**src/sv/lcs_length_engine_macros.svh**
```systemverilog
// Assertion macros shared by the LCS length engine RTL.
// Included by the files that carry concurrent assertions; needs no package.
`ifndef LCS_LENGTH_ENGINE_MACROS_SVH
`define LCS_LENGTH_ENGINE_MACROS_SVH
`ifndef ASSERT_OFF
// Same-cycle implication, disabled while reset is asserted.
`define LCS_ASSERT_IMP(label, clk, rst_n, ante, cons) \
    label: assert property (@(posedge clk) disable iff (!rst_n) (ante) |-> (cons)) \
        else $error("lcs_length_engine: same-cycle check failed");
// Next-cycle implication, disabled while reset is asserted.
`define LCS_ASSERT_NXT(label, clk, rst_n, ante, cons) \
    label: assert property (@(posedge clk) disable iff (!rst_n) (ante) |=> (cons)) \
        else $error("lcs_length_engine: next-cycle check failed");
`else
`define LCS_ASSERT_IMP(label, clk, rst_n, ante, cons)
`define LCS_ASSERT_NXT(label, clk, rst_n, ante, cons)
`endif
`endif

```
**src/sv/lcs_pkg.sv**
```systemverilog
// Package for the LCS length engine: action codes, field widths and the cell control word.
// Used by lcs_cell and lcs_length_engine; depends on nothing else.
`timescale 1ns / 1ps

package lcs_pkg;

    // Field widths fixed by the stream format.
    localparam int CHAR_W  = 8;
    localparam int LEN_W   = 7;
    localparam int LEN_MAX = 127;

    // Kind of an input word, carried in tuser.
    typedef enum logic [1:0] {
        ACT_FIRST  = 2'd0,
        ACT_SECOND = 2'd1,
        ACT_FINISH = 2'd2
    } lcs_action_t;

    // Control from the top level to each cell: clear and load_char are broadcast, load selects one cell.
    typedef struct packed {
        logic              clear;
        logic              load;
        logic [CHAR_W-1:0] load_char;
    } lcs_cell_ctrl_t;

endpackage

```
**src/sv/lcs_cell.sv**
```systemverilog
// One cell of the LCS systolic row: holds one first-string character and its DP count.
// Depends on lcs_pkg for the control word and the character width.
`timescale 1ns / 1ps

module lcs_cell #(
    parameter int CW = 7
) (
    input  logic                        clk,
    input  logic                        rst_n,
    input  lcs_pkg::lcs_cell_ctrl_t     ctrl,
    input  logic                        in_valid,
    input  logic [lcs_pkg::CHAR_W-1:0]  in_char,
    input  logic [CW-1:0]               in_left,
    input  logic [CW-1:0]               in_diag,
    output logic                        out_valid,
    output logic [lcs_pkg::CHAR_W-1:0]  out_char,
    output logic [CW-1:0]               out_left,
    output logic [CW-1:0]               out_diag
);
    import lcs_pkg::*;

    logic              held_reg;
    logic [CHAR_W-1:0] char_reg;
    logic [CW-1:0]     row_reg;
    logic [CW-1:0]     row_next;
    logic              out_valid_reg;
    logic [CHAR_W-1:0] out_char_reg;
    logic [CW-1:0]     out_left_reg;
    logic [CW-1:0]     out_diag_reg;

    // DP update: a match takes the diagonal plus one, otherwise the larger of
    // the upper and left counts. An empty cell passes the left count through.
    always_comb
    begin
        if (!held_reg)
        begin
            row_next = in_left;
        end
        else if (char_reg == in_char)
        begin
            row_next = in_diag + CW'(1);
        end
        else if (row_reg > in_left)
        begin
            row_next = row_reg;
        end
        else
        begin
            row_next = in_left;
        end
    end

    // Cell state: occupancy and row count.
    always_ff @(posedge clk or negedge rst_n)
    begin
        if (!rst_n)
        begin
            held_reg <= 1'b0;
            row_reg  <= '0;
        end
        else if (ctrl.clear)
        begin
            held_reg <= 1'b0;
            row_reg  <= '0;
        end
        else
        begin
            if (ctrl.load)
            begin
                held_reg <= 1'b1;
            end
            if (in_valid && held_reg)
            begin
                row_reg <= row_next;
            end
        end
    end

    // The held character needs no reset; it is only compared once loaded.
    always_ff @(posedge clk)
    begin
        if (ctrl.load)
        begin
            char_reg <= ctrl.load_char;
        end
    end

    // Hand-off stage toward the next cell.
    always_ff @(posedge clk or negedge rst_n)
    begin
        if (!rst_n)
        begin
            out_valid_reg <= 1'b0;
        end
        else
        begin
            out_valid_reg <= in_valid;
        end
    end

    always_ff @(posedge clk)
    begin
        if (in_valid)
        begin
            out_char_reg <= in_char;
            out_left_reg <= row_next;
            out_diag_reg <= row_reg;
        end
    end

    assign out_valid = out_valid_reg;
    assign out_char  = out_char_reg;
    assign out_left  = out_left_reg;
    assign out_diag  = out_diag_reg;

endmodule

```
**src/sv/lcs_length_engine.sv**
```systemverilog
// Top level of the LCS length engine: stream control and a row of MAX_LEN lcs_cell stages.
// Depends on lcs_pkg, lcs_cell and lcs_length_engine_macros.svh.
//
//  Port group   Dir  Word contents (low bit first)
//  s_axis_*     in   tuser: action[1:0]; tdata: ch[7:0]
//  m_axis_*     out  tdata: lcs_length[6:0], zero pad[7]; tuser: truncated[0]
//
// One input word is taken per cycle while s_axis_tready is high. A second-string
// character walks the row one cell per cycle, so a finish word waits until the
// last character has passed all MAX_LEN cells.
// A finish word also waits while the previous result has not been taken.
// Reset clears every cell at once; there is no clearing pass.
`timescale 1ns / 1ps
`include "lcs_length_engine_macros.svh"

module lcs_length_engine #(
    parameter int MAX_LEN = 64
) (
    input  logic       clk,
    input  logic       rst_n,
    input  logic       s_axis_tvalid,
    output logic       s_axis_tready,
    input  logic [7:0] s_axis_tdata,   // ch[7:0]
    input  logic [1:0] s_axis_tuser,   // action[1:0]
    output logic       m_axis_tvalid,
    input  logic       m_axis_tready,
    output logic [7:0] m_axis_tdata,   // lcs_length[6:0], zero pad[7]
    output logic [0:0] m_axis_tuser    // truncated[0]
);
    import lcs_pkg::*;

    localparam int CW = $clog2(MAX_LEN + 1);
    localparam int EW = (CW > LEN_W) ? CW : LEN_W;

    logic              acc;
    logic              first_acc;
    logic              load_acc;
    logic              second_acc;
    logic              finish_acc;
    logic              full;

    logic [CW-1:0]     first_count_reg;
    logic [CW-1:0]     first_count_next;
    logic              overflow_reg;
    logic              overflow_next;
    logic              second_begun_reg;
    logic              second_begun_next;
    logic [CW-1:0]     drain_cnt_reg;
    logic [CW-1:0]     drain_cnt_next;
    logic [CW-1:0]     result_reg;
    logic [CW-1:0]     result_next;
    logic              m_valid_reg;
    logic [LEN_W-1:0]  m_len_reg;
    logic              m_trunc_reg;
    logic [EW-1:0]     result_ext;
    logic [LEN_W-1:0]  len_sat;

    logic              vld [0:MAX_LEN];
    logic [CHAR_W-1:0] chr [0:MAX_LEN];
    logic [CW-1:0]     lft [0:MAX_LEN];
    logic [CW-1:0]     dia [0:MAX_LEN];
    lcs_cell_ctrl_t    ctrl_arr [0:MAX_LEN-1];

    // A finish word needs an empty row and a free output register.
    assign s_axis_tready = (s_axis_tuser != ACT_FINISH) ||
                           ((drain_cnt_reg == '0) && (!m_valid_reg || m_axis_tready));
    assign acc  = s_axis_tvalid && s_axis_tready;
    assign full = (first_count_reg == CW'(MAX_LEN));

    // Decode the accepted word.
    always_comb
    begin
        first_acc  = 1'b0;
        second_acc = 1'b0;
        finish_acc = 1'b0;
        case (s_axis_tuser)
            ACT_FIRST:  first_acc  = acc && !second_begun_reg;
            ACT_SECOND: second_acc = acc;
            ACT_FINISH: finish_acc = acc;
            default:    ;
        endcase
    end
    assign load_acc = first_acc && !full;

    // Control state updates.
    always_comb
    begin
        first_count_next  = first_count_reg;
        overflow_next     = overflow_reg;
        second_begun_next = second_begun_reg;
        drain_cnt_next    = drain_cnt_reg;
        result_next       = result_reg;
        if (drain_cnt_reg != '0)
        begin
            drain_cnt_next = drain_cnt_reg - CW'(1);
        end
        if (load_acc)
        begin
            first_count_next = first_count_reg + CW'(1);
        end
        if (first_acc && full)
        begin
            overflow_next = 1'b1;
        end
        if (second_acc)
        begin
            second_begun_next = 1'b1;
            drain_cnt_next    = CW'(MAX_LEN);
        end
        // The count leaving the last cell is the entry of the last held character.
        if (vld[MAX_LEN])
        begin
            result_next = lft[MAX_LEN];
        end
        if (finish_acc)
        begin
            first_count_next  = '0;
            overflow_next     = 1'b0;
            second_begun_next = 1'b0;
            result_next       = '0;
        end
    end

    always_ff @(posedge clk or negedge rst_n)
    begin
        if (!rst_n)
        begin
            first_count_reg  <= '0;
            overflow_reg     <= 1'b0;
            second_begun_reg <= 1'b0;
            drain_cnt_reg    <= '0;
            result_reg       <= '0;
        end
        else
        begin
            first_count_reg  <= first_count_next;
            overflow_reg     <= overflow_next;
            second_begun_reg <= second_begun_next;
            drain_cnt_reg    <= drain_cnt_next;
            result_reg       <= result_next;
        end
    end

    // Saturate the length to the output field.
    assign result_ext = EW'(result_reg);
    assign len_sat    = (result_ext > EW'(LEN_MAX)) ? LEN_W'(LEN_MAX) : result_ext[LEN_W-1:0];

    // Output register: holds the result word until it is taken.
    always_ff @(posedge clk or negedge rst_n)
    begin
        if (!rst_n)
        begin
            m_valid_reg <= 1'b0;
        end
        else if (finish_acc)
        begin
            m_valid_reg <= 1'b1;
        end
        else if (m_axis_tready)
        begin
            m_valid_reg <= 1'b0;
        end
    end

    always_ff @(posedge clk)
    begin
        if (finish_acc)
        begin
            m_len_reg   <= len_sat;
            m_trunc_reg <= overflow_reg;
        end
    end

    assign m_axis_tvalid = m_valid_reg;
    assign m_axis_tdata  = {1'b0, m_len_reg};
    assign m_axis_tuser  = m_trunc_reg;

    // Head of the row: a new character enters with zero left and diagonal counts.
    assign vld[0] = second_acc;
    assign chr[0] = s_axis_tdata;
    assign lft[0] = '0;
    assign dia[0] = '0;

    // Row of cells; cell i holds first-string character i.
    for (genvar gi = 0; gi < MAX_LEN; gi++)
    begin : g_cell
        assign ctrl_arr[gi] = '{clear:     finish_acc,
                                load:      load_acc && (first_count_reg == CW'(gi)),
                                load_char: s_axis_tdata};

        lcs_cell #(
            .CW (CW)
        ) u_cell (
            .clk       (clk),
            .rst_n     (rst_n),
            .ctrl      (ctrl_arr[gi]),
            .in_valid  (vld[gi]),
            .in_char   (chr[gi]),
            .in_left   (lft[gi]),
            .in_diag   (dia[gi]),
            .out_valid (vld[gi+1]),
            .out_char  (chr[gi+1]),
            .out_left  (lft[gi+1]),
            .out_diag  (dia[gi+1])
        );
    end

    // A finish is only taken once the row has drained.
    `LCS_ASSERT_IMP(a_finish_drained, clk, rst_n, finish_acc, drain_cnt_reg == '0)
    // A second-string character restarts the drain count at the row length.
    `LCS_ASSERT_NXT(a_drain_restart, clk, rst_n, second_acc, drain_cnt_reg == CW'(MAX_LEN))
    // A finish leaves a pending result and cleared string state.
    `LCS_ASSERT_NXT(a_finish_clears, clk, rst_n, finish_acc,
                    m_valid_reg && (first_count_reg == '0) && !overflow_reg)
    // The length can never exceed the number of held characters.
    `LCS_ASSERT_IMP(a_result_bound, clk, rst_n, 1'b1, result_reg <= first_count_reg)

endmodule

```
**config.mk**
```make
export PLATFORM = sky130hd
export DESIGN_NAME = lcs_length_engine
export DESIGN_NICKNAME = d
export VERILOG_FILES = /design/src/sv/lcs_pkg.sv /design/src/sv/lcs_cell.sv /design/src/sv/lcs_length_engine.sv
export VERILOG_INCLUDE_DIRS = /design/src /design/src/sv
export SDC_FILE = /design/constraint.sdc
export NUM_CORES = 2
export LEC_CHECK = 0
export BUFFER_PORTS_ARGS = -buffer_cell sky130_fd_sc_hd__buf_2
export CORE_AREA = 2 2 577 579
export DETAILED_ROUTE_END_ITERATION = 12
export DIE_AREA = 0 0 579 581
export PLACE_DENSITY_LB_ADDON = 0.1
export SYNTH_ARGS = -nofsm -noshare
export SYNTH_HDL_FRONTEND = slang
export SYNTH_SLANG_ARGS = --single-unit
```
**constraint.sdc**
```tcl
create_clock -name clk -period 3.15 [get_ports clk]
set_input_delay 0.63 -clock clk [delete_from_list [all_inputs] [get_ports clk]]
set_output_delay 0.63 -clock clk [all_outputs]
set_load 0.1 [all_outputs]
```
==> qor.yml <==
grt:
  grtUsageTotal: 0.1700
  grt_overflow: 0
  grt_pass1_vias: 76060
  grt_pass1_wl_mm: 452.6
  grt_max_degree: 86
  antenna_found_initial: 9
power_and_ir_drop:
  power.density_mw_per_mm2: 584.1
  ir_worst_vdd_uv: 374.9
  power_switching_mw: 18.03
  power.share.clock: 0.445
  swShare: 0.2332
  internal-power_mw: 59.28
  power_frac_comb: 0.063
  seq_power_share: 0.492
  leakage_nw: 48.29
  power.total_mw: 77.31
cts:
  clkLatencyLatePin_ns: 0.89
  cts-root-buf: "clkbuf_16"
  tritoncts: "done"
  htree_levels: 5
  cts.sinks: 2513
  cts.path.max_buffers: 4
  clk_pin_slew_worst_paths_ns: 0.06
  cts_buffers: 290
die:
  initial_utilization: 0.3496
  dieArea_mm2: 0.3364
  ioPinCount: 25
  die_h_um: 581
  die_x_um: 579
  coreArea_mm2: 0.3297
  rows: 211
logic_synthesis:
  ys_ff_latch: 2513
  synthArstFlopShare: 0.2388
  syn-num-nets: 9779
  post_synth_inst_count: 9256
  avgSynthCellArea_um2: 12.46
  synth-edff-count: 1913
  synth_flop_cell: "edfxtp_1"
  ys_types: 64
  syn_area_mm2: 0.1153
  ys_warn_count: 0
  ys_seq_area_frac: 0.6285
layout:
  layout.nets: 10120
  final_cell_mix: "1913 x edfxtp_1, 663 x nand3_1, 604 x nor2_1, 600 x dfrtp_1, 569 x o21ai_0"
  largest_register_ffs: 512
  drive_gt1_frac: 0.08701
  layout_commonest_cell: "edfxtp_1"
  utilization: 0.4014
  syn2layout_area_growth_pct: 14.80
critical_path:
  critPathArrivalTime_ns: 2.37
  setup.worst_path.start_class: "flip-flop"
  cp_data_required_time_ns: 2.52
  critPathTopFamily: "simple AND/OR/NAND/NOR gates"
  worst-path-stages: 8
  slowest_delay_ns: 0.39
  worstRegToRegCells: 8
  cp_cell_sequence: "inv_1, ha_4, nand2b_4, nor4b_4, buf_4, nand2_1, nand2_1, buf_12"
  cp_common_cell: "nand2_1"
  cp-end-kind: "output pin"
  crit_path_max_fanout: 4
  worstSetupPathType: "reg -> out"
  path_buf_inv: 3
  cp_slowest_cell: "dfrtp_1"
detailed_routing:
  wl_mm: 289.7
  vias_per_cell: 5.237
  dr.pass1.iters: 6
  first_iter_violations: 5930
  post_drt_wl_per_cell_um: 20.39
  vias: 74410
  drtAntennaViolNets: 0
  drc: 0
placed_design:
  io_buffers: 23
  place_hpwl_mm: 202.2
  gp_congestion: 0.8466
sta:
  slew_viol_final: 0
  max_freq_mhz: 333.4
  rsz0062_at_grt: "false"
  setup_viol: 0
  finalHoldViolCount: 0
  maxSlewHeadroom: 0.3553
  tightest_slew_ns: 0.9641
  fin_worst_skew_ns: 0.03292
  holdWs_ns: 0.1494
  fin_crit_ns: 2.999
  finalCritPeriodShare: 0.9521
worst_hold_path:
  worstHoldPathType: "in -> reg"
  worstHoldPathCells: 3
job:
  drv_cap: 0
outcome:
  status: "complete, no violations"
-- power by group through the flow --
stage	Clock (mW)	Sequential, mW	Combinational [mW]
floorplan	0	38.3	3.24
global route	36.7	38.2	5.52
global placement	0	38.7	4.73
CTS	35.4	38.1	4.86
finish	34.4	38.1	4.84
detailed placement	0	38.7	4.81
-- tightest hold or removal path, delay by kind of cell --
kind                   cells  cell delay, ns
AOI/OAI and AO/OA          1            0.12
and+or+nand+nor            1            0.11
buffers and inverters      1            0.14
-- Yosys cell counts, drive strengths merged (51+ instances only) --
cell type	count	area, µm²
o21ai	585	2928
a2bb2oi	374	3276
nand3	663	3318
xnor2	456	3994
nor2	604	2267
nand2	498	1877
edfxtp	1913	57450
nand4	223	1401
or3	90	563.0
or2	61	381.6
a21oi	330	1652
a211oi	51	382.9
nand3b	75	563.0
o31ai	538	4049
nor3	70	350.3
dfrtp	600	15010
and3	72	450.4
inv	521	1956
buf	53	247.7
clkbuf	239	897.1
and2	90	563.0
xor2	346	3030
ha	509	6369
-- cell type report --
class,count,area [µm²]
fill,30850,197400
multi-input combinational,5930,39760
tap,4366,5463
antenna,3,7.507
inverter,521,1963
sequential,2513,72460
clock inverter,136,1572
clock buffer,396,8137
timing repair buffer,342,2995
-- kinds of logic after synthesis --
group / count (synthesis) / synth area share
xor+xnor: 802 / 0.06093
other cells: 1 / 0.00003253
buf+inv: 813 / 0.02689
fa+ha+maj: 509 / 0.05524
simple gates: 2546 / 0.1081
mux: 9 / 0.0007814
flops: 2513 / 0.6285
compound gates: 2063 / 0.1195
-- worst paths after layout --
check / end / start / slack (ns)
hold reg to reg: m_axis_tuser / overflow_reg / 0.43
hold / removal: second_begun_reg / s_axis_tvalid / 0.15
min in group asynchronous: g_cell[0].u_cell.row_reg[3] / rst_n / 0.29
setup reg to reg: g_cell[6].u_cell.row_reg[1] / g_cell[5].u_cell.out_left[4] / 0.32
setup / recovery: s_axis_tready / drain_cnt_reg[1] / 0.15
max in group asynchronous: g_cell[13].u_cell.row_reg[1] / rst_n / 1.83
-- metal layers --
metal | wire length [µm] | vias up | global-route usage
li1 | - | 35510 | -
met1 | 133200 | 36740 | 0.2355
met2 | 137800 | 1706 | 0.2818
met3 | 11920 | 446 | 0.02058
met4 | 6805 | 2 | 0.04322
met5 | 8 | - | 0
-- metrics by stage --
| step | std cells | instance area [µm²] | TNS [ns] | setup slack [ns] |
|---|---|---|---|---|
| after floorplan | 9256 | 115300 | 0 | 0.5603 |
| after global placement | 13670 | 122600 | -0.5832 | -0.05052 |
| after detailed placement | 13670 | 122600 | -0.4712 | -0.03396 |
| after CTS | 14200 | 132300 | 0 | 0.01218 |
| after global routing | 14210 | 132300 | 0 | 0.009909 |
| final | 14210 | 132400 | 0 | 0.1509 |
-- timing repair --
| item | in CTS | in global routing |
|---|---|---|
| pin swaps | 1 | 0 |
| buffers inserted | 2 | 0 |
| setup endpoints to repair | 1 | 12 |
| hold buffers | 1 | 0 |
| gates resized for setup | 5 | 4 |
| hold endpoints to repair | 36 | 0 |
Power figures use the tool's default switching activity.
